`config.mk`:
```
export PLATFORM = sky130hd
export DESIGN_NAME = tac_cfg_flat
export DESIGN_NICKNAME = d
export VERILOG_FILES = /design/src/rtl/core/tabular_actor_critic_update_top_macros.svh /design/src/rtl/core/tac_pkg.sv /design/src/rtl/core/tac_ifs.sv /design/src/rtl/core/tac_cfg.sv /design/src/flat_wrapper.sv
export SDC_FILE = /design/constraint.sdc
export NUM_CORES = 1
export LEC_CHECK = 0
export ABC_AREA = 1
export BUFFER_PORTS_ARGS = -buffer_cell sky130_fd_sc_hd__buf_2
export CAP_MARGIN = 20
export CORE_ASPECT_RATIO = 0.9
export CORE_MARGIN = 2
export CORE_UTILIZATION = 49
export DETAILED_ROUTE_END_ITERATION = 10
export GPL_ROUTABILITY_DRIVEN = 0
export PLACE_DENSITY = 0.8
export RECOVER_POWER = 50
export SETUP_SLACK_MARGIN = 0.1
export SYNTH_ARGS = -nofsm -noshare
export SYNTH_HDL_FRONTEND = slang
export SYNTH_SLANG_ARGS = --single-unit
```
`constraint.sdc`:
```
create_clock -name clk_i -period 0.8 [get_ports clk_i]
set_input_delay 0.16 -clock clk_i [delete_from_list [all_inputs] [get_ports clk_i]]
set_output_delay 0.16 -clock clk_i [all_outputs]
set_load 0.02 [all_outputs]
```
`src/rtl/core/tabular_actor_critic_update_top_macros.svh`:
```
// Assertion macros shared by the tabular actor-critic update RTL.
// Included by the modules that carry concurrent assertions; depends on nothing.
`ifndef TABULAR_ACTOR_CRITIC_UPDATE_TOP_MACROS_SVH
`define TABULAR_ACTOR_CRITIC_UPDATE_TOP_MACROS_SVH

// Checked on every rising edge while reset is released.
`define TACU_ASSERT(label, clk, rst_n, prop, msg) \
  label: assert property (@(posedge clk) disable iff (!rst_n) prop) else $error(msg);

// Checked on every rising edge, reset included.
`define TACU_ASSERT_ALWAYS(label, clk, prop, msg) \
  label: assert property (@(posedge clk) prop) else $error(msg);

`endif

```
`src/rtl/core/tac_pkg.sv`:
```
// Shared types, constants and helper functions of the tabular actor-critic update.
// Used by the interfaces and by every module under rtl/core; depends on nothing.
package tac_pkg;

  localparam int unsigned NUM_STATES_DEF  = 1024;
  localparam int unsigned NUM_ACTIONS_DEF = 4;

  localparam int unsigned STATE_IDX_W  = 10;
  localparam int unsigned ACTION_IDX_W = 2;
  localparam int unsigned VALUE_W      = 32;
  localparam int unsigned PREF_W       = 17;
  localparam int unsigned RATE_W       = 16;
  localparam int unsigned CFG_IDX_W    = 8;
  localparam int unsigned CFG_DATA_W   = 32;

  localparam logic [PREF_W-1:0] PREF_ONE = 17'd65536;

  localparam logic [RATE_W-1:0] RST_ACTOR_UP_RATE   = 16'd6554;
  localparam logic [RATE_W-1:0] RST_CRITIC_RATE     = 16'd6554;
  localparam logic [RATE_W-1:0] RST_ACTOR_DOWN_RATE = 16'd6554;
  localparam logic [RATE_W-1:0] RST_DISCOUNT        = 16'd62259;

  typedef enum logic [CFG_IDX_W-1:0] {
    CFG_ACTOR_UP_RATE   = 8'd0,
    CFG_CRITIC_RATE     = 8'd1,
    CFG_ACTOR_DOWN_RATE = 8'd2,
    CFG_DISCOUNT        = 8'd3
  } cfg_idx_e;

  typedef struct packed {
    logic [RATE_W-1:0] actor_up_rate;
    logic [RATE_W-1:0] critic_rate;
    logic [RATE_W-1:0] actor_down_rate;
    logic [RATE_W-1:0] discount;
  } cfg_t;

  typedef enum logic [3:0] {
    ST_CLEAR,
    ST_IDLE,
    ST_READ,
    ST_DISC,
    ST_DIFF,
    ST_CRIT,
    ST_VAL,
    ST_PREF,
    ST_DONE
  } state_e;

  typedef struct packed {
    logic capture;
    logic clear_step;
    logic read;
    logic disc;
    logic diff;
    logic crit;
    logic val;
    logic pref;
    logic done;
  } cmd_t;

  typedef struct packed {
    logic clear_last;
    logic out_full;
  } sts_t;

  // Remainder of a narrow value by a constant modulus, by conditional subtraction.
  function automatic logic [15:0] mod_reduce(logic [15:0] val, int unsigned modulus);
    logic [31:0] rem;
    logic [31:0] m;
    rem = {16'd0, val};
    for (int k = 15; k >= 0; k--) begin
      m = 32'(modulus) << k;
      if (rem >= m) begin
        rem = rem - m;
      end
    end
    return rem[15:0];
  endfunction

endpackage

```
`src/rtl/core/tac_ifs.sv`:
```


interface tac_cfg_if;
  logic                             valid;
  logic                             ready;
  logic [tac_pkg::CFG_IDX_W-1:0]  index;
  logic [tac_pkg::CFG_DATA_W-1:0] data;

  modport source (output valid, index, data, input ready);
  modport sink (input valid, index, data, output ready);
endinterface

```
`src/rtl/core/tac_cfg.sv`:
```
// Learning-rate and discount registers with their write decoder.
// Depends on tac_pkg and the tac_cfg_if interface.
module tac_cfg (
  input  logic            clk_i,
  input  logic            rst_ni,
  tac_cfg_if.sink         cfg_i,
  output tac_pkg::cfg_t   cfg_o
);

  tac_pkg::cfg_t cfg_d, cfg_q;

  assign cfg_i.ready = 1'b1;
  assign cfg_o       = cfg_q;

  always_comb begin
    cfg_d = cfg_q;
    if (cfg_i.valid) begin
      unique case (tac_pkg::cfg_idx_e'(cfg_i.index))
        tac_pkg::CFG_ACTOR_UP_RATE:   cfg_d.actor_up_rate   = cfg_i.data[tac_pkg::RATE_W-1:0];
        tac_pkg::CFG_CRITIC_RATE:     cfg_d.critic_rate     = cfg_i.data[tac_pkg::RATE_W-1:0];
        tac_pkg::CFG_ACTOR_DOWN_RATE: cfg_d.actor_down_rate = cfg_i.data[tac_pkg::RATE_W-1:0];
        tac_pkg::CFG_DISCOUNT:        cfg_d.discount        = cfg_i.data[tac_pkg::RATE_W-1:0];
        default:                      cfg_d = cfg_q;
      endcase
    end
  end

  always_ff @(posedge clk_i or negedge rst_ni) begin
    if (!rst_ni) begin
      cfg_q.actor_up_rate   <= tac_pkg::RST_ACTOR_UP_RATE;
      cfg_q.critic_rate     <= tac_pkg::RST_CRITIC_RATE;
      cfg_q.actor_down_rate <= tac_pkg::RST_ACTOR_DOWN_RATE;
      cfg_q.discount        <= tac_pkg::RST_DISCOUNT;
    end else begin
      cfg_q <= cfg_d;
    end
  end

endmodule

```
`src/flat_wrapper.sv`:
```
// flat-port wrapper written by rule: the top's interface ports become plain ports
module tac_cfg_flat 
  (clk_i, rst_ni, cfg_o, cfg_i_valid, cfg_i_index, cfg_i_data, cfg_i_ready);
  tac_cfg_if cfg_i_i ();
  input  logic clk_i;
  input  logic rst_ni;
  output tac_pkg::cfg_t cfg_o;
  input wire logic [$bits(cfg_i_i.valid)-1:0] cfg_i_valid;
  input wire logic [$bits(cfg_i_i.index)-1:0] cfg_i_index;
  input wire logic [$bits(cfg_i_i.data)-1:0] cfg_i_data;
  output wire logic [$bits(cfg_i_i.ready)-1:0] cfg_i_ready;
  assign cfg_i_i.valid = cfg_i_valid;
  assign cfg_i_i.index = cfg_i_index;
  assign cfg_i_i.data = cfg_i_data;
  assign cfg_i_ready = cfg_i_i.ready;
  tac_cfg u_core (.clk_i(clk_i), .rst_ni(rst_ni), .cfg_i(cfg_i_i), .cfg_o(cfg_o));
endmodule
```
# --- Word level (Yosys, flattened, before mapping) ---
# Index checks and enable logic that the tools add are counted.
op_classes:
  n_reduce_logical: 5
  eq_ne: 3
op_table:
  columns: ["cell", "count"]
  rows:
  - ["8-bit by 2-bit equality test with 1-bit output (second input constant)", 2]
  - ["8-bit by 1-bit equality test with 1-bit output (second input constant)", 1]
  - ["8-bit logical NOT", 1]
  - ["2-bit AND reduction", 4]
word_totals:
  out_inout_bits: 65
  wordCells: 12
  ff_bits: 64
  inputBits: 43

# --- Logic depth before layout (Yosys ltp) ---
depth:
  ltp_word: 2
  depth_mapped: 7
  mapped_depth_nobuf: 6

# --- Least setup slack after synthesis ---
# No wires, ideal clock.
synth_timing:
  path_type: "input port to flip-flop"
  start: "input cfg_i_index[7]"
  end: "register u_core.cfg_q (netlist bit u_core.cfg_o[2])"
  path_buffers: 1
  stages: 7
  slack_ps: -152
  setup_time_ps: 117
  t_required_ps: 683
  arrival_ps: 835
  path_cell_list: "nor2_2 nand2_2 inv_6 nand3_4 buf_6 nand2_2 nand2_1"
synth_between:
  elab_chain_len: 2
synth_lines:
  columns: ["element", "line_no", "text"]
  rows:
  - ["from (decl)", "flat_wrapper.sv:9", "input wire logic [$bits(cfg_i_i.index)-1:0] cfg_i_index;"]
  - ["8-bit by 2-bit equality test with 1-bit output", "tac_cfg.sv:18", "unique case (tac_pkg::cfg_idx_e'(cfg_i.index))"]
  - ["2-bit AND reduction (no source line)", null, null]
  - ["to (signal assigned)", "tac_cfg.sv:35", "cfg_q <= cfg_d;"]
  - ["to (decl)", "tac_cfg.sv:10", "tac_pkg::cfg_t cfg_d, cfg_q;"]
# No other way between the ends.
# A chain may end at the register's enable or synchronous reset.

# --- Worst setup path in the final report ---
layout_timing:
  start: "register u_core.cfg_q (netlist bit u_core.cfg_o[5])"
  end: "output cfg_o[5] (netlist name)"
layout_lines:
  columns: ["element", "line_no", "text"]
  rows:
  - ["to (decl)", "flat_wrapper.sv:7", "output tac_pkg::cfg_t cfg_o;"]
# No word-level cell between the ends.

==> results.json <==
{
  "fin_crit_sh": 1.56,
  "ff2ff_path_depth": 4,
  "detail-route-antenna-nets": 0,
  "clk_latency_ns": 0.37,
  "syn_area_per_cell_um2": 9.54,
  "routed_wirelength_um": 14600,
  "antenna_cells": 0,
  "critPathTopFamily": "flip-flops",
  "violations": "negative setup slack",
  "htreeDepth": 3,
  "grt_max_degree": 33,
  "grt_usage": 0.367,
  "first_pass_iters": 6,
  "hold_path.class": "in -> async",
  "syn_inst": 297,
  "numClockSinks": 64,
  "max_freq_ghz": 0.801,
  "grtUsageMet2": 0.580,
  "worstReg2RegStart": "u_core.cfg_o[26]",
  "final_cells": 523,
  "grt_pass1_wl_um": 17800,
  "power_mw": 8.25,
  "hpwlAfterDp_um": 4950,
  "layout.nets": 491,
  "setup_viol": 118,
  "cp.arrival_ns": 1.09,
  "worst-setup-path-type": "reg -> out",
  "ctsRootBufferMaster": "clkbuf_8",
  "start_util": 0.504,
  "core-area_um2": 5630,
  "seq_area_frac_synth": 0.579,
  "cp_slowest_stage_delay_ns": 0.59,
  "placed_cells": 457,
  "skew_ns": 0,
  "drive_gt1_frac": 0.726,
  "drc_errors": 0,
  "die_w_um": 84.2,
  "path_cells": "buf_6",
  "required_ns": 0.64,
  "finalHoldViolCount": 0,
  "cts_buffer_depth": 2,
  "area.growth.synth_to_final_pct": 85.7,
  "p_per_area_nw_per_um2": 1570,
  "post-route-util": 0.935,
  "synth_fp_nets": 340,
  "drt-wirelength-per-cell_um": 28.0,
  "grt.overflow.total": 0,
  "vias": 3288,
  "p_leak_nw": 2.42,
  "drtIter0Drc": 331,
  "timing.rr.end": "u_core.cfg_o[26]",
  "antenna_found_initial": 0,
  "largest_register_ff_count": 64,
  "use_met1": 0.447,
  "top_usage_layer": "met2",
  "crit_path_end_kind": "primary output",
  "startpoint_type": "flip-flop",
  "ys_warn_count": 0,
  "die_h_um": 76.1,
  "synth_area_um2": 2830,
  "fin_tns_setup_ns": -24.98,
  "yosysUniqueCellTypes": 18,
  "numCtsBuffers": 9,
  "vias_per_cell": 6.29,
  "ys_seq_elements": 64,
  "drv_slew": 0,
  "die_area_um2": 6410,
  "cp_max_fo": 2,
  "hold_ws_ns": 0.0391,
  "boundaryPins": 108,
  "fin_ws_ns": -0.448,
  "port-buffer-count": 90,
  "cp_slowest_cell": "dfstp_2",
  "rsz0062_at_grt": "true",
  "cts_tree": "done",
  "status": "complete, but fails checks",
  "rrSetupSlack_ns": -0.17,
  "use_met3": 0.102,
  "maxCapViolCount": 0,
  "period_minus_slack_ns": 1.25,
  "critPathBufInv": 1,
  "fillers": 150,
  "holdBufCountCts": 3,
  "ir_worst_vdd_uv": 1700,
  "cts.clk_slew.worst_paths_ns": 0.08,
  "fp-row-count": 26,
  "grt_pass1_vias": 3235
}
-- repair_timing --
item | CTS | global route
hold endpoints to repair | 36 | 2
buffers inserted | 21 | 26
pin swaps | 46 | 46
cloned | 10 | 0
endpoints found under the setup margin | 127 | 187
resized for setup | 194 | 88
-- synthesized netlist by cell type --
| cell | count | area share |
|---|---|---|
| inv_1 | 2 | 0.0026 |
| inv_6 | 1 | 0.0031 |
| nand2_2 | 12 | 0.026 |
| inv_2 | 2 | 0.0026 |
| nor2_8 | 1 | 0.0071 |
| conb_1 | 1 | 0.0013 |
| buf_2 | 6 | 0.011 |
| nand2_1 | 120 | 0.16 |
| nand2_4 | 1 | 0.0040 |
| nand3_4 | 4 | 0.025 |
| clkinv_2 | 1 | 0.0018 |
| buf_6 | 10 | 0.040 |
| dfrtp_1 | 33 | 0.29 |
| nor2_2 | 3 | 0.0066 |
| dfstp_2 | 31 | 0.29 |
| nor2_4 | 4 | 0.016 |
| nand3_1 | 64 | 0.11 |
| buf_4 | 1 | 0.0026 |
-- layer usage --
layer  part of all wire  wire length [um]
met4              0.080              1180
met2               0.46              6710
met3               0.12              1810
met1               0.34              4950
met5                  0                 0
-- placed cells by master (no fill, tap or decap) --
| cell | count |
|---|---|
| clkinv_2 | 2 |
| buf_6 | 96 |
| buf_12 | 7 |
| nand2_2 | 47 |
| clkbuf_8 | 11 |
| inv_4 | 4 |
| nand2_1 | 80 |
| conb_1 | 1 |
| nand3_4 | 19 |
| buf_16 | 6 |
| clkbuf_2 | 1 |
| nand3_1 | 5 |
| inv_2 | 1 |
| clkbuf_1 | 2 |
| dfstp_2 | 31 |
| buf_4 | 17 |
| nand2_4 | 6 |
| buf_8 | 2 |
| dfrtp_1 | 33 |
| buf_2 | 19 |
| nand3_2 | 48 |
| nor2_8 | 1 |
| clkinvlp_4 | 2 |
| dlygate4sd3_1 | 2 |
| nor2_4 | 7 |
| clkdlybuf4s25_1 | 1 |
| clkinv_8 | 1 |
| bufinv_16 | 1 |
-- worst max path at each step --
| stage | startpoint | endpoint | depth (start not counted) | slack, ns |
|---|---|---|---|---|
| floorplan | cfg_i_index[5] | u_core.cfg_o[2] | 7 | -0.11 |
| global placement | cfg_i_index[3] | u_core.cfg_o[25] | 7 | -0.30 |
| detailed placement | cfg_i_index[5] | u_core.cfg_o[7] | 7 | -0.34 |
| CTS | u_core.cfg_o[4] | cfg_o[4] | 1 | -0.39 |
| global route | u_core.cfg_o[5] | cfg_o[5] | 1 | -0.45 |
| finish | u_core.cfg_o[5] | cfg_o[5] | 1 | -0.45 |
-- kinds of logic (layout without fill, tap and decap cells) --
family	count (synthesis)	count (layout)	synth area share
buffers and inverters	23	175	0.0631
and+or+nand+nor	209	213	0.357
DFF	64	64	0.579
other	1	1	0.00132
-- per-stage QoR --
| stage | worst slack [ns] | instance area, um2 |
|---|---|---|
| global route | -0.447 | 5260 |
| detailed placement | -0.343 | 3550 |
| CTS | -0.394 | 4850 |
| floorplan | -0.105 | 2960 |
| global placement | -0.298 | 3550 |
| finish | -0.448 | 5260 |
-- report_power, final --
group,switching [mW],internal (mW)
sequential,0.166,3.45
clock,1.44,1.60
combinational,0.900,0.687
-- layout make-up --
type	count	area [um2]	area share
flip-flops and latches	64	1640	0.312
clock inverters	5	55.1	0.0105
well taps	70	87.6	0.0166
repair buffers	153	1680	0.319
inverters	6	45.0	0.00856
clock buffers	11	151	0.0288
multi-input cells	214	1600	0.304
No activity file was read; power rests on OpenSTA's default activity.
