<file path="config.mk">
export PLATFORM = sky130hd
export DESIGN_NAME = tac_ctrl
export DESIGN_NICKNAME = d
export VERILOG_FILES = /design/src/rtl/core/tac_pkg.sv /design/src/rtl/core/tac_ctrl.sv
export VERILOG_INCLUDE_DIRS = /design/src /design/src/rtl/core
export SDC_FILE = /design/constraint.sdc
export NUM_CORES = 1
export LEC_CHECK = 0
export BUFFER_PORTS_ARGS = -buffer_cell sky130_fd_sc_hd__buf_2
export CAP_MARGIN = 15
export CORE_AREA = 2 2 39 41
export DETAILED_ROUTE_END_ITERATION = 7
export DIE_AREA = 0 0 41 43
export MAX_ROUTING_LAYER = met4
export PLACE_DENSITY = 0.47
export SETUP_SLACK_MARGIN = 0.02
export SYNTH_ARGS = -nofsm -noshare
export SYNTH_HDL_FRONTEND = slang
export SYNTH_SLANG_ARGS = --single-unit
</file>
<file path="constraint.sdc">
create_clock -name clk_i -period 1.6 [get_ports clk_i]
set_input_delay 0.32 -clock clk_i [delete_from_list [all_inputs] [get_ports clk_i]]
set_output_delay 0.32 -clock clk_i [all_outputs]
set_load 0.03 [all_outputs]
</file>
<file path="src/rtl/core/tabular_actor_critic_update_top_macros.svh">
// Assertion macros shared by the tabular actor-critic update RTL.
// Included by the modules that carry concurrent assertions; depends on nothing.
`ifndef TABULAR_ACTOR_CRITIC_UPDATE_TOP_MACROS_SVH
`define TABULAR_ACTOR_CRITIC_UPDATE_TOP_MACROS_SVH

// Checked on every rising edge while reset is released.
`define TACU_ASSERT(label, clk, rst_n, prop, msg) \
  label: assert property (@(posedge clk) disable iff (!rst_n) prop) else $error(msg);

// Checked on every rising edge, reset included.
`define TACU_ASSERT_ALWAYS(label, clk, prop, msg) \
  label: assert property (@(posedge clk) prop) else $error(msg);

`endif

</file>
<file path="src/rtl/core/tac_pkg.sv">
// Shared types, constants and helper functions of the tabular actor-critic update.
// Used by the interfaces and by every module under rtl/core; depends on nothing.
package tac_pkg;

  localparam int unsigned NUM_STATES_DEF  = 1024;
  localparam int unsigned NUM_ACTIONS_DEF = 4;

  localparam int unsigned STATE_IDX_W  = 10;
  localparam int unsigned ACTION_IDX_W = 2;
  localparam int unsigned VALUE_W      = 32;
  localparam int unsigned PREF_W       = 17;
  localparam int unsigned RATE_W       = 16;
  localparam int unsigned CFG_IDX_W    = 8;
  localparam int unsigned CFG_DATA_W   = 32;

  localparam logic [PREF_W-1:0] PREF_ONE = 17'd65536;

  localparam logic [RATE_W-1:0] RST_ACTOR_UP_RATE   = 16'd6554;
  localparam logic [RATE_W-1:0] RST_CRITIC_RATE     = 16'd6554;
  localparam logic [RATE_W-1:0] RST_ACTOR_DOWN_RATE = 16'd6554;
  localparam logic [RATE_W-1:0] RST_DISCOUNT        = 16'd62259;

  typedef enum logic [CFG_IDX_W-1:0] {
    CFG_ACTOR_UP_RATE   = 8'd0,
    CFG_CRITIC_RATE     = 8'd1,
    CFG_ACTOR_DOWN_RATE = 8'd2,
    CFG_DISCOUNT        = 8'd3
  } cfg_idx_e;

  typedef struct packed {
    logic [RATE_W-1:0] actor_up_rate;
    logic [RATE_W-1:0] critic_rate;
    logic [RATE_W-1:0] actor_down_rate;
    logic [RATE_W-1:0] discount;
  } cfg_t;

  typedef enum logic [3:0] {
    ST_CLEAR,
    ST_IDLE,
    ST_READ,
    ST_DISC,
    ST_DIFF,
    ST_CRIT,
    ST_VAL,
    ST_PREF,
    ST_DONE
  } state_e;

  typedef struct packed {
    logic capture;
    logic clear_step;
    logic read;
    logic disc;
    logic diff;
    logic crit;
    logic val;
    logic pref;
    logic done;
  } cmd_t;

  typedef struct packed {
    logic clear_last;
    logic out_full;
  } sts_t;

  // Remainder of a narrow value by a constant modulus, by conditional subtraction.
  function automatic logic [15:0] mod_reduce(logic [15:0] val, int unsigned modulus);
    logic [31:0] rem;
    logic [31:0] m;
    rem = {16'd0, val};
    for (int k = 15; k >= 0; k--) begin
      m = 32'(modulus) << k;
      if (rem >= m) begin
        rem = rem - m;
      end
    end
    return rem[15:0];
  endfunction

endpackage

</file>
<file path="src/rtl/core/tac_ctrl.sv">
// Sequencer of the tabular actor-critic update: table clearing, then one transition at a time.
// Depends on tac_pkg and the assertion macro header.
`include "tabular_actor_critic_update_top_macros.svh"

module tac_ctrl (
  input  logic          clk_i,
  input  logic          rst_ni,
  input  logic          in_valid_i,
  output logic          in_ready_o,
  output tac_pkg::cmd_t cmd_o,
  input  tac_pkg::sts_t sts_i
);

  tac_pkg::state_e state_d, state_q;

  always_ff @(posedge clk_i or negedge rst_ni) begin
    if (!rst_ni) begin
      state_q <= tac_pkg::ST_CLEAR;
    end else begin
      state_q <= state_d;
    end
  end

  always_comb begin
    state_d    = state_q;
    cmd_o      = '0;
    in_ready_o = 1'b0;
    unique case (state_q)
      tac_pkg::ST_CLEAR: begin
        cmd_o.clear_step = 1'b1;
        if (sts_i.clear_last) begin
          state_d = tac_pkg::ST_IDLE;
        end
      end
      tac_pkg::ST_IDLE: begin
        in_ready_o = 1'b1;
        if (in_valid_i) begin
          cmd_o.capture = 1'b1;
          state_d       = tac_pkg::ST_READ;
        end
      end
      tac_pkg::ST_READ: begin
        cmd_o.read = 1'b1;
        state_d    = tac_pkg::ST_DISC;
      end
      tac_pkg::ST_DISC: begin
        cmd_o.disc = 1'b1;
        state_d    = tac_pkg::ST_DIFF;
      end
      tac_pkg::ST_DIFF: begin
        cmd_o.diff = 1'b1;
        state_d    = tac_pkg::ST_CRIT;
      end
      tac_pkg::ST_CRIT: begin
        cmd_o.crit = 1'b1;
        state_d    = tac_pkg::ST_VAL;
      end
      tac_pkg::ST_VAL: begin
        cmd_o.val = 1'b1;
        state_d   = tac_pkg::ST_PREF;
      end
      tac_pkg::ST_PREF: begin
        cmd_o.pref = 1'b1;
        state_d    = tac_pkg::ST_DONE;
      end
      tac_pkg::ST_DONE: begin
        if (!sts_i.out_full) begin
          cmd_o.done = 1'b1;
          state_d    = tac_pkg::ST_IDLE;
        end
      end
      default: begin
        state_d = tac_pkg::ST_IDLE;
      end
    endcase
  end

  `TACU_ASSERT(a_accept_starts_read, clk_i, rst_ni, (in_valid_i && in_ready_o) |=> (state_q == tac_pkg::ST_READ), "accepted request did not start a table read")
  `TACU_ASSERT(a_single_command, clk_i, rst_ni, $onehot0(cmd_o), "more than one datapath command in a cycle")
  `TACU_ASSERT(a_done_needs_room, clk_i, rst_ni, cmd_o.done |-> !sts_i.out_full, "result loaded over an untaken result")
  `TACU_ASSERT_ALWAYS(a_no_request_in_reset, clk_i, !rst_ni |-> !in_ready_o, "request taken while reset is held")

endmodule

</file>
Word level (Yosys, flattened, before mapping)
Index checks and enable logic that the tools add are counted.

storage, ports and cells
  register bits = 4
  bits in latches = 0
  bits in writable memories = 0
  bits in read-only memories = 0
  bits of input ports = 5
  output and inout port bits = 10
  word-level logic and storage cells = 30
  memories kept = 0

cells by class
  add/sub/neg operators = 0
  multipliers = 0
  divide/modulo/power cells = 0
  magnitude comparators = 0
  eq/ne operators = 11
  shift operators = 0
  multiplexer cells = 16
  bitwise gates (word level) = 0
  reduce and logical (&&, ||, !) cells = 2

operators by type and width
  cell                  count
  $pmux W4 S9           1
  $eq A4 B3 Y1 const B  4
  $mux W1               12
  $mux W4               3
  $eq A4 B2 Y1 const B  2
  $ne A2 B2 Y1 const B  3
  $eq A4 B1 Y1 const B  1
  $eq A4 B4 Y1 const B  1
  $logic_not A4 Y1      1
  $reduce_and A3 Y1     1

Logic depth before layout (Yosys ltp)
Gate-level depths: netlist of run 1.

  depth in word-level cells = 3
  gate-level depth with buffers = 4

Worst setup path after synthesis of run 1
No wires, ideal clock.

  path type = register to output
  from = register state_q[3]
  to = output port cmd_o[7] (netlist name)
  arrival = 1.516 ns
  path slack = -0.236 ns
  stages on the path, launching flop included = 3
  buffers on the path = 1
  cell sequence = dfrtp_1 -> buf_4 -> nor4_1

RTL lines
  element                 line            RTL
  from (decl)             tac_ctrl.sv:14  tac_pkg::state_e state_d, state_q;
  from (signal assigned)  tac_ctrl.sv:18  state_q <= tac_pkg::ST_CLEAR;
  from (signal assigned)  tac_ctrl.sv:20  state_q <= state_d;
  to (decl)               tac_ctrl.sv:10  output tac_pkg::cmd_t cmd_o,

==> results of run 1 <==
-- kinds of logic after synthesis --
| group | synth area share, % |
|---|---|
| AND/OR/NAND/NOR | 43.0 |
| flip-flops | 33.1 |
| AO/OA/AOI/OAI | 14.9 |
| XOR/XNOR | 2.89 |
| buffers and inverters | 6.20 |
-- cell type report --
cell class	instances	area share, %
timing repair buffer	22	30.9
tap	16	3.56
multi-input combinational	26	42.9
sequential	4	18.7
clock buffer	3	4.00
-- critical path: stages, from the launching register on --
cell	delay, ns
dfrtp_2	0.44
nor4b_4	0.30
nor2b_4	0.19
buf_6	0.13
-- metal layers --
| metal | vias up | GRT usage (%) | part of all wire, % |
|---|---|---|---|
| li1 | 157 | - | - |
| met1 | 150 | 12.5 | 40 |
| met2 | 11 | 14.4 | 55 |
| met3 | 0 | 1.57 | 5.1 |
| met4 | 0 | 6.00 | 0 |
| met5 | - | - | 0 |
-- timing repair --
item                                   in CTS  in global routing
setup endpoints to repair                   8                  8
gates resized for setup                    13                  9
endpoints found under the hold margin       4                  0
cloned                                      0                  0
hold buffers                                1                  0
pin swaps                                   1                  1
buffers inserted                            3                  1
-- where the power goes --
part	leakage, nW	internal [W]	switching, W
sequential	0.0448	0.000159	0.0000903
clock	0.0138	0.0000835	0.0000363
combinational	0.191	0.000409	0.000490
total	0.250	0.000651	0.000617
-- through the flow --
stage	utilization [%]	setup WS [ns]	setup TNS [ns]
floorplan	-	0.0225	0
global placement	31.1	0.123	0
detailed placement	31.1	0.133	0
CTS	37.8	-0.00293	-0.00293
global route	40.7	-0.0745	-0.163
finish	40.7	-0.00722	-0.0117
-- synth_stat cells --
| cell type | number |
|---|---|
| o21bai_4 | 1 |
| nor2_1 | 4 |
| dfrtp_1 | 4 |
| nand2b_1 | 1 |
| nor3_2 | 1 |
| a21oi_1 | 1 |
| o21ai_0 | 1 |
| nor4_1 | 1 |
| a21o_1 | 1 |
| nand2b_2 | 1 |
| xor2_1 | 1 |
| and2_1 | 1 |
| nor3b_1 | 1 |
| nor3_1 | 5 |
| nand2_1 | 1 |
| buf_4 | 1 |
| nand2b_4 | 1 |
| a21oi_2 | 1 |
| nor4b_2 | 1 |
| nand2_2 | 1 |
| buf_6 | 1 |
| nor2b_1 | 1 |
-- final timing paths --
| path | end | cells after the start |
|---|---|---|
| worst max-delay path | cmd_o[0] | 3 |
| worst min-delay path | state_q[3] | 2 |
| max in group asynchronous | state_q[3] | 2 |
| worst min register to register | state_q[1] | 2 |
| min in group asynchronous | state_q[0] | 2 |
| worst max register to register | state_q[2] | 4 |
==> results.py, run 1 <==
metrics = {
    "min_path": {
        "hp-start": "sts_i[0]",
        "min_path_type": "input port to flip-flop",
    },
    "yosys": {
        "synthTopCellsByArea": "dfrtp_1 (33%), nor3_1 (8.3%), o21bai_4 (6.2%)",
        "netlist.area_leader.share_pct": 33.1,
        "synth_seq_cells": 4,
        "synth_warnings": 0,
        "synth_top_area_cell": "dfrtp_1",
        "synthCells": 32,
        "avgSynthCellArea_sq_um": 9.46,
        "ys_seq_area_share_pct": 33.1,
        "netlist_area_sq_um": 303,
        "synth.distinct_cells": 22,
        "syn-num-nets": 37,
    },
    "grt": {
        "grt_pass1_vias": 293,
        "grt_pass1_wl_um": 1160,
        "track_usage_pct": 9.95,
        "antenna_found_initial": 0,
        "grt_max_degree": 9,
        "grt-ovfl-total": 0,
    },
    "drt": {
        "wl_per_cell_um": 11.6,
        "drt_wl_total_um": 827,
        "drt_iter0_markers": 6,
        "num_vias": 318,
        "firstDrtPassIters": 4,
        "vias_per_cell": 4.48,
        "ant_nets": 0,
        "drc": 0,
    },
    "timing": {
        "relSlewSlack_pct": 85.3,
        "rsz0062_at_grt": "true",
        "worst_slew_pin_slew_ns": 0.220,
        "slew_violations": 0,
        "timing.fmax_ghz": 0.622,
        "finalSetupViolations": 2,
        "fin_worst_skew_ns": 0.00423,
        "worst_slack_ns": -0.00722,
        "min_period_ns": 1.61,
        "hold_viol_final": 0,
        "fin_crit_sh_pct": 100,
        "hold_ws_ns": 0.382,
    },
    "finish": {
        "instances_no_fill": 71,
        "synthToLayoutAreaGrowth_pct": 86.0,
        "nets": 62,
        "multi_input_area_sq_um": 241,
        "reg.largest.list": "state_q x4",
        "fillers": 142,
        "final_cell_mix": "buf_4 (10), buf_2 (7), dfrtp_2 (4)",
        "drive_above_1_share_pct": 76.4,
        "seq_area_sq_um": 105,
        "n_antenna_cell": 0,
        "largest_register_ffs": 4,
        "design_area_sq_um": 563,
        "top_register": "state_q",
        "mostFrequentLayoutCell": "buf_4",
    },
    "clock_network": {
        "cts_max_level": 1,
        "insertion_delay_ns": 0.23,
        "clock_path_buffers": 2,
        "cts_sinks": 4,
        "ctsRootBufferMaster": "clkbuf_4",
        "cts.clk_slew.worst_paths_ns": 0.03,
        "cts_tree": "yes",
        "cts_buffers": 3,
    },
    "power": {
        "vdd_drop_max_mv": 0.669,
        "finalPower_w": 0.00127,
        "p_leak_nw": 0.250,
        "powerDensity_nw_per_um2": 2250,
    },
    "place": {
        "place_area_sq_um": 430,
        "gp_congestion": 0.727,
        "port_buffers": 14,
        "dp.cells": 63,
        "hpwl_um": 545,
    },
    "critical_path": {
        "path_max_fanout": 4,
        "start_kind": "flip-flop",
        "cp-end-kind": "output port",
        "r2r-start": "state_q[0]",
        "critPathLaunch": "state_q[2]",
        "required_ns": 1.28,
        "crit_type": "flip-flop to output port",
        "r2r_setup_slack_ns": 0.52,
        "arrival_ns": 1.29,
    },
    "outcome": {
        "outcome": "finished with violations",
        "violations": "negative setup slack",
    },
    "floorplan": {
        "fp.dieH_um": 43,
        "die_w_um": 41,
        "die_area_sq_um": 1760,
        "core_area_sq_um": 1380,
        "initial_utilization_pct": 21.9,
        "ios": 15,
        "fp-row-count": 14,
    },
    "run": {
        "maxCapViolCount": 0,
    },
}
(Power assumes the default switching activity.)
==> run 2: changes to the inputs <==
--- a/config.mk
+++ b/config.mk
@@ -13,7 +13,7 @@
 export DIE_AREA = 0 0 41 43
 export MAX_ROUTING_LAYER = met4
 export PLACE_DENSITY = 0.47
-export SETUP_SLACK_MARGIN = 0.02
+export SETUP_SLACK_MARGIN = 0.2
 export SYNTH_ARGS = -nofsm -noshare
 export SYNTH_HDL_FRONTEND = slang
 export SYNTH_SLANG_ARGS = --single-unit
==> results.py, run 2 (same netlist as run 1, synthesis figures left out) <==
metrics = {
    "floorplan": {
        "die_w_um": 41,
        "initial_utilization_pct": 21.9,
        "die_area_sq_um": 1760,
        "fp.dieH_um": 43,
        "fp-row-count": 14,
        "ios": 15,
        "core_area_sq_um": 1380,
    },
    "clock_network": {
        "cts_max_level": 1,
        "clock_path_buffers": 2,
        "cts_tree": "yes",
        "ctsRootBufferMaster": "clkbuf_4",
        "cts_sinks": 4,
        "cts.clk_slew.worst_paths_ns": 0.04,
        "cts_buffers": 3,
        "insertion_delay_ns": 0.24,
    },
    "drt": {
        "firstDrtPassIters": 3,
        "drc": 0,
        "num_vias": 333,
        "wl_per_cell_um": 11.6,
        "drt_iter0_markers": 3,
        "vias_per_cell": 4.44,
        "ant_nets": 0,
        "drt_wl_total_um": 869,
    },
    "power": {
        "comb_power_share_pct": 74.0,
        "sw_frac_of_total_pct": 47.1,
        "p_int_w": 0.000735,
        "clkPwrFrac_pct": 9.9,
        "p_leak_nw": 0.272,
        "powerDensity_nw_per_um2": 2280,
        "switchingPower_w": 0.000654,
        "vdd_drop_max_mv": 0.717,
        "finalPower_w": 0.00139,
        "seqPwrFrac_pct": 16.1,
    },
    "finish": {
        "reg.largest.list": "state_q x4",
        "multi_input_area_sq_um": 256,
        "final_cell_mix": "buf_4 (14), buf_6 (6), buf_2 (4)",
        "largest_register_ffs": 4,
        "instances_no_fill": 75,
        "nets": 65,
        "top_register": "state_q",
        "seq_area_sq_um": 104,
        "synthToLayoutAreaGrowth_pct": 101,
        "final_util_pct": 44.0,
        "fillers": 141,
        "mostFrequentLayoutCell": "buf_4",
        "drive_above_1_share_pct": 78.0,
        "n_antenna_cell": 0,
    },
    "timing": {
        "fin_crit_sh_pct": 100,
        "worst_slack_ns": -0.000582,
        "worst_slew_pin_slew_ns": 0.222,
        "hold_viol_final": 0,
        "relSlewSlack_pct": 85.1,
        "rsz0062_at_grt": "true",
        "fin_worst_skew_ns": 0.00926,
        "min_period_ns": 1.60,
        "timing.fmax_ghz": 0.625,
        "tns_ns": -0.000582,
        "finalSetupViolations": 1,
        "slew_violations": 0,
    },
    "run": {
        "maxCapViolCount": 0,
    },
    "critical_path": {
        "r2r-start": "state_q[2]",
        "slowest_delay_ns": 0.42,
        "path_max_fanout": 3,
        "crit_chain": "nor4b_4 > nor2b_4 > buf_6",
        "start_kind": "flip-flop",
        "slowest_stage": "dfrtp_2",
        "arrival_ns": 1.28,
        "cp-end-kind": "output port",
        "crit_type": "flip-flop to output port",
        "required_ns": 1.28,
        "critPathLaunch": "state_q[1]",
    },
    "grt": {
        "grt_pass1_wl_um": 1400,
        "antenna_found_initial": 0,
        "track_usage_pct": 13.1,
        "grt_max_degree": 7,
        "grt-ovfl-total": 0,
        "grt_pass1_vias": 320,
    },
    "min_path": {
        "min_path_type": "input port to flip-flop",
        "hp-start": "sts_i[0]",
    },
    "place": {
        "gp_congestion": 0.646,
        "pre_cts_ws_ns": 0.180,
        "dp.cells": 65,
        "port_buffers": 14,
    },
    "outcome": {
        "outcome": "finished with violations",
        "violations": "negative setup slack",
    },
}
==> run 2: path summary, 6_finish.rpt <==
path                               to  slack (ns)  cells past startpoint
setup / recovery             cmd_o[0]     -0.0006                      3
hold / removal             state_q[3]        0.36                      2
setup reg to reg           state_q[0]        0.34                      6
hold reg to reg            state_q[1]        0.61                      2
max in group asynchronous  state_q[2]        1.04                      2
min in group asynchronous  state_q[1]        0.41                      2
==> run 2: area by class of cell <==
type / count / area share, %
multi-input combinational: 26 / 42.1
timing repair buffer: 25 / 33.3
sequential: 4 / 17.0
clock buffer: 4 / 4.31
tap: 16 / 3.29
==> run 2: metal layers <==
layer | wire (um) | vias to the layer above | GRT usage (%)
met3 | 56 | 0 | 4.71
met4 | 0 | 0 | 10.0
li1 | - | 165 | -
met2 | 504 | 12 | 18.1
met1 | 308 | 156 | 14.7
met5 | 0 | - | -
==> run 2: stage by stage <==
stage	cell area [sq um]	hold WS (ns)
detailed placement	453	0.133
global placement	453	0.133
finish	609	0.357
CTS	598	0.353
global route	609	0.357
floorplan	344	0.0244
==> run 2: power groups by stage <==
stage	logic (W)	registers [W]	clock network [W]
2_1_floorplan	0.000571	0.000222	0
3_3_place_gp	0.000783	0.000201	0
3_5_place_dp	0.000776	0.000200	0
4_1_cts	0.000991	0.000224	0.000147
5_1_grt	0.00110	0.000232	0.000158
6_report	0.00103	0.000223	0.000138
==> run 2: worst max-delay path, delay by kind of cell, from the launching register on <==
| kind | cells | cell delay, ns |
|---|---|---|
| buffers and inverters | 1 | 0.13 |
| and+or+nand+nor | 2 | 0.49 |
| DFF | 1 | 0.42 |
==> run 2: repair_timing <==
item                                    CTS  global route
gates resized for setup                  22             2
setup buffers                             4             1
hold buffers                              1             0
endpoints found under the setup margin   10            10
endpoints found under the hold margin     4             0
pin swaps                                 1             3
==> run 3: changes to the inputs <==
==> constraint.sdc (replaced) <==
create_clock -name clk_i -period 2.1 [get_ports clk_i]
set_input_delay 0.42 -clock clk_i [delete_from_list [all_inputs] [get_ports clk_i]]
set_output_delay 0.42 -clock clk_i [all_outputs]
set_load 0.03 [all_outputs]
==> results.py, run 3 (same netlist as run 1, synthesis figures left out) <==
metrics = {
    "floorplan": {
        "core_area_sq_um": 1380,
        "fp.dieH_um": 43,
        "initial_utilization_pct": 21.9,
        "die_area_sq_um": 1760,
        "ios": 15,
        "fp-row-count": 14,
        "die_w_um": 41,
    },
    "place": {
        "gp_congestion": 0.686,
        "port_buffers": 14,
        "pre_cts_ws_ns": 0.451,
    },
    "finish": {
        "nets": 55,
        "synthToLayoutAreaGrowth_pct": 37.2,
        "final_cell_mix": "buf_2 (14), nor3_1 (5), nor2_1 (4)",
        "drive_above_1_share_pct": 56.3,
        "n_antenna_cell": 0,
        "largest_register_ffs": 4,
        "mostFrequentLayoutCell": "buf_2",
        "reg.largest.list": "state_q x4",
        "top_register": "state_q",
    },
    "drt": {
        "wl_per_cell_um": 10.7,
        "drt_iter0_markers": 1,
        "ant_nets": 0,
        "drt_wl_total_um": 684,
        "num_vias": 293,
        "vias_per_cell": 4.58,
        "firstDrtPassIters": 3,
        "drc": 0,
    },
    "critical_path": {
        "r2r_setup_slack_ns": 1.03,
        "arrival_ns": 1.40,
        "slowest_delay_ns": 0.49,
        "path_delay_family": "flip-flops",
        "path_max_fanout": 8,
        "slowest_stage": "dfrtp_1",
        "r2r-start": "state_q[1]",
        "crit_type": "flip-flop to output port",
        "crit_buf_inv": 1,
        "required_ns": 1.68,
        "worstRegToRegCells": 3,
        "start_kind": "flip-flop",
        "cp-end-kind": "output port",
        "reg2reg_to": "state_q[1]",
        "critPathLaunch": "state_q[1]",
        "crit_chain": "nor4b_2 > nor2b_1 > buf_2",
    },
    "timing": {
        "rsz0062_at_grt": "false",
        "slew_violations": 0,
        "timing.fmax_ghz": 0.548,
        "fin_crit_sh_pct": 86.8,
        "hold_ws_ns": 0.444,
        "hold_viol_final": 0,
        "worst_slew_pin_slew_ns": 0.360,
        "worst_slack_ns": 0.277,
        "min_period_ns": 1.82,
        "tns_ns": 0,
        "finalSetupViolations": 0,
        "relSlewSlack_pct": 76.0,
        "fin_worst_skew_ns": 0.00486,
    },
    "clock_network": {
        "clock_path_buffers": 2,
        "insertion_delay_ns": 0.24,
        "cts_max_level": 1,
        "cts_tree": "yes",
        "cts_buffers": 3,
        "cts_sinks": 4,
        "ctsRootBufferMaster": "clkbuf_4",
        "cts.clk_slew.worst_paths_ns": 0.04,
    },
    "grt": {
        "antenna_found_initial": 0,
        "grt-ovfl-total": 0,
        "grt_pass1_wl_um": 1040,
        "track_usage_pct": 9.92,
        "grt_pass1_vias": 261,
        "grt_max_degree": 12,
    },
    "outcome": {
        "outcome": "finished, final reports clean",
    },
    "power": {
        "vdd_drop_max_mv": 0.567,
        "p_leak_nw": 0.200,
        "powerDensity_nw_per_um2": 1780,
    },
    "min_path": {
        "min_path_type": "input port to flip-flop",
        "worstHoldPathCells": 2,
        "hp-start": "sts_i[0]",
        "worstHoldEndpoint": "state_q[3]",
    },
    "run": {
        "maxCapViolCount": 0,
    },
}
run 3: cell count changes in the layout (fill, tap and decap cells not counted), sizes merged:
cell    previous run  this run
buf               24        14
clkbuf             4         3
run 3: cell type report:
class	instances	area [sq um]
tap	16	20.0
timing repair buffer	15	80.1
multi-input combinational	26	190
clock buffer	3	22.5
sequential	4	103
fill	156	968
run 3: per-layer routing:
layer  track usage, %  part of all wire [%]  vias up
met4             10.0                   3.2        0
met1             10.1                    42      140
met2             13.8                    50        8
met5                -                     0        -
met3             3.14                   3.7        2
li1                 -                     -      143
run 3: stage by stage:
step | utilization [%] | cell area (sq um) | total power (W) | instances
final | 30.0 | 415 | 0.000739 | 64
after global routing | 30.0 | 415 | 0.000787 | 64
after CTS | 29.8 | 413 | 0.000744 | 64
after detailed placement | 27.5 | 380 | 0.000643 | 60
after global placement | 27.5 | 380 | 0.000643 | 60
after floorplan | - | 309 | 0.000557 | 32
run 3: worst max path at each step:
stage,to,slack [ns],depth (start not counted)
5_1_grt,cmd_o[0],0.21,3
2_1_floorplan,cmd_o[8],0.25,3
6_report,cmd_o[0],0.28,3
3_5_place_dp,cmd_o[0],0.45,3
3_3_place_gp,cmd_o[0],0.49,3
4_1_cts,cmd_o[0],0.20,3
run 3: what timing repair did:
item                                    CTS  global route
hold buffers                              1             0
hold endpoints to repair                  4             0
setup buffers                             0             0
endpoints found under the setup margin    0             3
resized for setup                         0             2
run 3: power breakdown:
group	internal (W)	switching, W	total, W
logic	0.000165	0.000245	0.000410
registers	0.000116	0.000117	0.000233
clock network	0.0000639	0.0000320	0.0000959
total	0.000345	0.000394	0.000739
run 3: worst reg2reg max path, stage by stage (launching register included):
cell and delay [ns]:
dfrtp_1 0.49, nand2b_4 0.21, o21bai_4 0.18, a21oi_2 0.13
